==> src/rtl/bfa_pkg.sv <==
// Shared types, codes and helper functions of the bitmap frame allocator.
// No dependencies.
package bfa_pkg;

    localparam int IDX_W  = 21;          // frame index, one past the 32-bit top
    localparam int WIDX_W = IDX_W - 5;   // bitmap word index

    typedef logic [IDX_W-1:0]  fidx_t;
    typedef logic [WIDX_W-1:0] widx_t;

    localparam logic [2:0] OP_CLEAR   = 3'd0;
    localparam logic [2:0] OP_ADD     = 3'd1;
    localparam logic [2:0] OP_RESERVE = 3'd2;
    localparam logic [2:0] OP_ALLOC   = 3'd3;
    localparam logic [2:0] OP_FREE    = 3'd4;

    localparam logic [2:0] ST_OK         = 3'd0;
    localparam logic [2:0] ST_NOT_READY  = 3'd1;
    localparam logic [2:0] ST_NONE_FREE  = 3'd2;
    localparam logic [2:0] ST_MISALIGNED = 3'd3;
    localparam logic [2:0] ST_OUTSIDE    = 3'd4;
    localparam logic [2:0] ST_NOT_ALLOC  = 3'd5;
    localparam logic [2:0] ST_REJECTED   = 3'd6;

    localparam logic [63:0] LOW_LIMIT = 64'h0000_0000_0010_0000;
    localparam logic [63:0] TOP_LIMIT = 64'h0000_0000_FFFF_FFFF;

    typedef struct packed {
        logic load;    // capture an input beat
        logic prep;    // first bounds stage
        logic check;   // decide and set up the walk
        logic sweep;   // write one all-ones word
        logic rd;      // read bitmap word
        logic wr;      // modify and write bitmap word
    } bfa_cmd_t;

    typedef struct packed {
        logic sweep_last;
        logic is_clear;
        logic walk;
        logic last;
    } bfa_sts_t;

    typedef struct packed {
        logic [2:0]  status;
        logic [31:0] frame_address;
        logic [15:0] total_frames;
        logic [15:0] used_frames;
        logic [15:0] free_frames;
        logic [31:0] highest_end;
    } bfa_res_t;

    // Bits of word w whose frame index falls in [lo, hi).
    function automatic logic [31:0] span_mask(input widx_t w, input fidx_t lo, input fidx_t hi);
        logic [31:0] ge;
        logic [31:0] lt;
        if (w > lo[IDX_W-1:5]) begin
            ge = '1;
        end else if (w == lo[IDX_W-1:5]) begin
            ge = 32'hFFFF_FFFF << lo[4:0];
        end else begin
            ge = '0;
        end
        if (w < hi[IDX_W-1:5]) begin
            lt = '1;
        end else if (w == hi[IDX_W-1:5]) begin
            lt = ~(32'hFFFF_FFFF << hi[4:0]);
        end else begin
            lt = '0;
        end
        return ge & lt;
    endfunction

    function automatic logic [5:0] popcount32(input logic [31:0] v);
        logic [5:0] c;
        c = '0;
        for (int i = 0; i < 32; i++) begin
            c = c + {5'd0, v[i]};
        end
        return c;
    endfunction

    function automatic logic [4:0] lowest_bit(input logic [31:0] v);
        logic [4:0] b;
        b = '0;
        for (int i = 31; i >= 0; i--) begin
            if (v[i]) begin
                b = 5'(i);
            end
        end
        return b;
    endfunction

    function automatic logic [15:0] sat_add(input logic [15:0] c, input logic [5:0] n);
        logic [16:0] s;
        s = {1'b0, c} + {11'd0, n};
        return s[16] ? 16'hFFFF : s[15:0];
    endfunction

endpackage

==> src/rtl/bfa_ctrl.sv <==
// Sequencer of the frame allocator: issues datapath commands per state.
// Depends on bfa_pkg.
module bfa_ctrl (
    input  logic             aclk,
    input  logic             aresetn,
    input  logic             s_valid,
    output logic             s_ready,
    input  logic             out_free,
    output logic             out_load,
    input  bfa_pkg::bfa_sts_t sts,
    output bfa_pkg::bfa_cmd_t cmd
);
    import bfa_pkg::*;

    localparam logic [2:0] S_SWEEP = 3'd0;
    localparam logic [2:0] S_IDLE  = 3'd1;
    localparam logic [2:0] S_PREP  = 3'd2;
    localparam logic [2:0] S_CHECK = 3'd3;
    localparam logic [2:0] S_RD    = 3'd4;
    localparam logic [2:0] S_WR    = 3'd5;
    localparam logic [2:0] S_DONE  = 3'd6;

    logic [2:0] state_reg, state_next;
    logic       clr_pend_reg, clr_pend_next;

    always_ff @(posedge aclk) begin
        if (!aresetn) begin
            state_reg    <= S_SWEEP;
            clr_pend_reg <= 1'b0;
        end else begin
            state_reg    <= state_next;
            clr_pend_reg <= clr_pend_next;
        end
    end

    always_comb begin
        state_next    = state_reg;
        clr_pend_next = clr_pend_reg;
        cmd           = '0;
        s_ready       = 1'b0;
        out_load      = 1'b0;
        case (state_reg)
            S_SWEEP: begin
                cmd.sweep = 1'b1;
                if (sts.sweep_last) begin
                    state_next    = clr_pend_reg ? S_DONE : S_IDLE;
                    clr_pend_next = 1'b0;
                end
            end
            S_IDLE: begin
                s_ready  = 1'b1;
                cmd.load = s_valid;
                if (s_valid) begin
                    state_next = S_PREP;
                end
            end
            S_PREP: begin
                cmd.prep   = 1'b1;
                state_next = S_CHECK;
            end
            S_CHECK: begin
                cmd.check = 1'b1;
                if (sts.is_clear) begin
                    state_next    = S_SWEEP;
                    clr_pend_next = 1'b1;
                end else if (sts.walk) begin
                    state_next = S_RD;
                end else begin
                    state_next = S_DONE;
                end
            end
            S_RD: begin
                cmd.rd     = 1'b1;
                state_next = S_WR;
            end
            S_WR: begin
                cmd.wr     = 1'b1;
                state_next = sts.last ? S_DONE : S_RD;
            end
            S_DONE: begin
                // hold until the result register has room
                out_load = out_free;
                if (out_free) begin
                    state_next = S_IDLE;
                end
            end
            default: begin
                state_next = S_IDLE;
            end
        endcase
    end

endmodule

==> config.mk <==
export PLATFORM = sky130hd
export DESIGN_NAME = bfa_ctrl
export DESIGN_NICKNAME = d
export VERILOG_FILES = /design/src/rtl/bfa_pkg.sv /design/src/rtl/bfa_ctrl.sv
export SDC_FILE = /design/constraint.sdc
export NUM_CORES = 1
export LEC_CHECK = 0
export ABC_AREA = 1
export BUFFER_PORTS_ARGS = -buffer_cell sky130_fd_sc_hd__buf_2
export CELL_PAD_IN_SITES_DETAIL_PLACEMENT = 1
export CELL_PAD_IN_SITES_GLOBAL_PLACEMENT = 2
export CORE_MARGIN = 2
export CORE_UTILIZATION = 22
export CTS_CLUSTER_DIAMETER = 200
export CTS_CLUSTER_SIZE = 10
export DETAILED_ROUTE_END_ITERATION = 6
export GPL_TIMING_DRIVEN = 0
export MAX_ROUTING_LAYER = met4
export PLACE_DENSITY_LB_ADDON = 0.1
export SLEW_MARGIN = 40
export SYNTH_ARGS = -nofsm -noshare
export SYNTH_HDL_FRONTEND = slang
export SYNTH_SLANG_ARGS = --single-unit
==> constraint.sdc <==
create_clock -name aclk -period 3 [get_ports aclk]
set_clock_uncertainty 0.15 [all_clocks]
set_input_delay 0.6 -clock aclk [delete_from_list [all_inputs] [get_ports aclk]]
set_output_delay 0.6 -clock aclk [all_outputs]
set_load 0.1 [all_outputs]
==> flow_metrics.py <==
metrics = {
    "final_layout": {
        "antennaDiodeCount": 0,
        "largest_register_ffs": 3,
        "area_growth_pct": 40.0,
        "nets": 84,
        "drive_gt1_share_pct": 47.3,
        "fillers": 206,
    },
    "drt": {
        "dr_total_vias": 412,
        "first_pass_iters": 4,
        "via_per_inst": 4.58,
        "drtIter0Drc": 5,
        "wirelength_um": 922,
        "wl_per_cell_um": 10.2,
        "postRouteAntennaNets": 0,
        "drc": 0,
    },
    "clock_tree": {
        "cts-root-buf": "clkbuf_4",
        "cts_setup_buffers": 0,
        "cts_buffer_depth": 2,
        "cts_htree_levels": 1,
        "path_clk_slew_ns": 0.04,
        "hold_buffers": 0,
        "cts_made_buffers": 3,
        "cts-resized-gates": 0,
        "clock_sinks": 4,
        "clock_latency_ns": 0.23,
        "cts_tree": "yes",
    },
    "setup_path": {
        "worstSetupEndpointType": "primary output",
        "r2r_start": "state_reg[0]",
        "worstSetupStartpointType": "register",
        "timing.rr.end": "state_reg[2]",
        "startpoint": "state_reg[0]",
        "cp_data_arrival_time_ns": 1.51,
        "required_ns": 2.25,
        "crit_type": "reg -> out",
        "critPathMaxFanout": 8,
        "rrSetupSlack_ns": 1.67,
        "ff2ff_path_depth": 7,
    },
    "placed_design": {
        "place.gp.congestion": 0.664,
        "io_buffers": 15,
        "hpwl_um": 749,
        "dpl_worst_slack_ns": 0.951,
    },
    "synth": {
        "synth.top_cell.area_share_pct": 23.3,
        "synth_seq_area_share_pct": 23.3,
        "synth_top_area_cell": "dfxtp_1",
        "ys_types": 19,
        "synth_area_leaders": "dfxtp_1 23%, nand3_1 10%, inv_1 8.7%",
        "ys_ff_latch": 4,
        "synth_top_family_by_area": "simple AND/OR/NAND/NOR gates",
        "synthAdderAreaFrac_pct": 0,
        "synthMuxAreaShare_pct": 0,
        "synth_area_um2": 344,
        "avgSynthCellArea_um2": 6.14,
        "synthCells": 56,
        "synth-compound-area-share_pct": 11.3,
        "ys_warn_count": 0,
        "syn_nets": 64,
        "synth_simple_gate_area_share_pct": 45.8,
        "synth_xor_xnor_area_share_pct": 0,
    },
    "floorplan": {
        "std_cell_rows": 14,
        "start_util_pct": 23.1,
        "die_h_um": 43.5,
        "die_width_um": 43.5,
        "core_region_area_mm2": 0.00149,
        "die-area_mm2": 0.00190,
        "ios": 16,
    },
    "hold_path": {
        "holdPathStages": 2,
        "hold_path_startpoint": "clr_pend_reg",
        "hold_end": "clr_pend_reg",
        "hp-class": "reg -> reg",
    },
    "grt": {
        "grt_max_degree": 10,
        "grt_remaining_overflow": 0,
        "grt_pass1_wl_um": 1520,
        "grt_pass1_vias": 365,
        "antenna_found_initial": 0,
        "grt_util_all_layers_pct": 11.2,
    },
    "sta": {
        "relSlewSlack_pct": 67.9,
        "hold_violations": 0,
        "fin_setup_tns_ns": 0,
        "setup_viol": 0,
        "maxSlewViolCount": 0,
        "tightest_slew_ns": 0.485,
        "fin_crit_ns": 2.26,
        "clock.fmax_mhz": 443,
        "setup_ws_ns": 0.743,
        "finalCritPeriodShare_pct": 75.2,
        "grt_setup_unrepaired": "no",
    },
    "power": {
        "ir_drop_mv": 0.207,
        "leakage_nw": 0.258,
        "pwr_density_cell_mw_per_mm2": 527,
    },
    "flow_run": {
        "max_cap_viol_count": 0,
    },
    "outcome": {
        "status": "complete, no violations",
    },
}
-- where the power goes --
part / switching, mW / internal (mW)
logic: 0.0979 / 0.0275
registers: 0.00407 / 0.0573
clock network: 0.0223 / 0.0448
-- layout by cell type, fill, tap and decap left out, drive strengths merged --
cell and n:
a21oi 3, buf 18, nor3b 1, inv 11, nand3 8, o21ai 2
nand2 9, nor3 4, a31oi 1, nor2 9, clkbuf 3, dfxtp 4
o211ai 1
-- how the worst max path moves through the flow --
stage	cells after the start	slack (ns)	to
CTS	6	0.73	cmd[5]
floorplan	5	0.34	cmd[0]
global route	6	0.65	cmd[5]
global placement	4	0.96	cmd[5]
detailed placement	4	0.95	cmd[5]
finish	6	0.74	cmd[5]
-- stage by stage --
| stage | power [mW] | hold slack, ns | area, µm² | util, % | std cells |
|---|---|---|---|---|---|
| 3_3_place_gp | 0.188 | 0.370 | 459 | 30.8 | 87 |
| 4_1_cts | 0.258 | 0.373 | 482 | 32.4 | 90 |
| 6_report | 0.254 | 0.370 | 482 | 32.4 | 90 |
| 3_5_place_dp | 0.188 | 0.368 | 459 | 30.8 | 87 |
| 2_1_floorplan | 0.166 | 0.324 | 364 | - | 56 |
| 5_1_grt | 0.270 | 0.402 | 482 | 32.4 | 90 |
-- final cells by class --
class / count / area [µm²] / share of cell area (%)
Clock buffer: 3 / 22.5 / 4.68
Sequential cell: 4 / 80.1 / 16.6
Multi-Input combinational cell: 38 / 216 / 44.9
Timing Repair Buffer: 15 / 75.1 / 15.6
Tap cell: 16 / 20.0 / 4.16
Inverter: 11 / 41.3 / 8.57
Buffer: 3 / 26.3 / 5.45
-- Yosys cell counts --
master,n
nor2_2,3
inv_2,3
o21ai_1,1
o21ai_0,1
nand2_1,7
nand2_2,2
nor3b_1,1
a21oi_1,3
nor3_2,1
inv_1,8
a31oi_1,1
nand3_2,1
nor3_1,3
nor2_1,6
o211ai_1,1
dfxtp_1,4
nand3_1,7
buf_6,1
buf_4,2
-- kinds of logic after synthesis --
group	after synthesis
AND/OR/NAND/NOR	31
buffers and inverters	14
AO/OA/AOI/OAI	7
flip-flops	4
-- critical path, cell delays in order (launching register included) --
cell     delay [ns]
dfxtp_1        0.31
buf_6          0.14
inv_2          0.06
nor2_2         0.12
inv_1          0.10
nor3_2         0.10
buf_2          0.44
-- metal layers --
layer	track usage (%)	vias to the layer above	part of all wire, %
li1	-	213	-
met1	14.5	189	52
met2	15.3	10	44
met3	4.17	0	4.3
met4	5.45	0	0
met5	-	-	0
No activity file was read; power rests on OpenSTA's default activity.
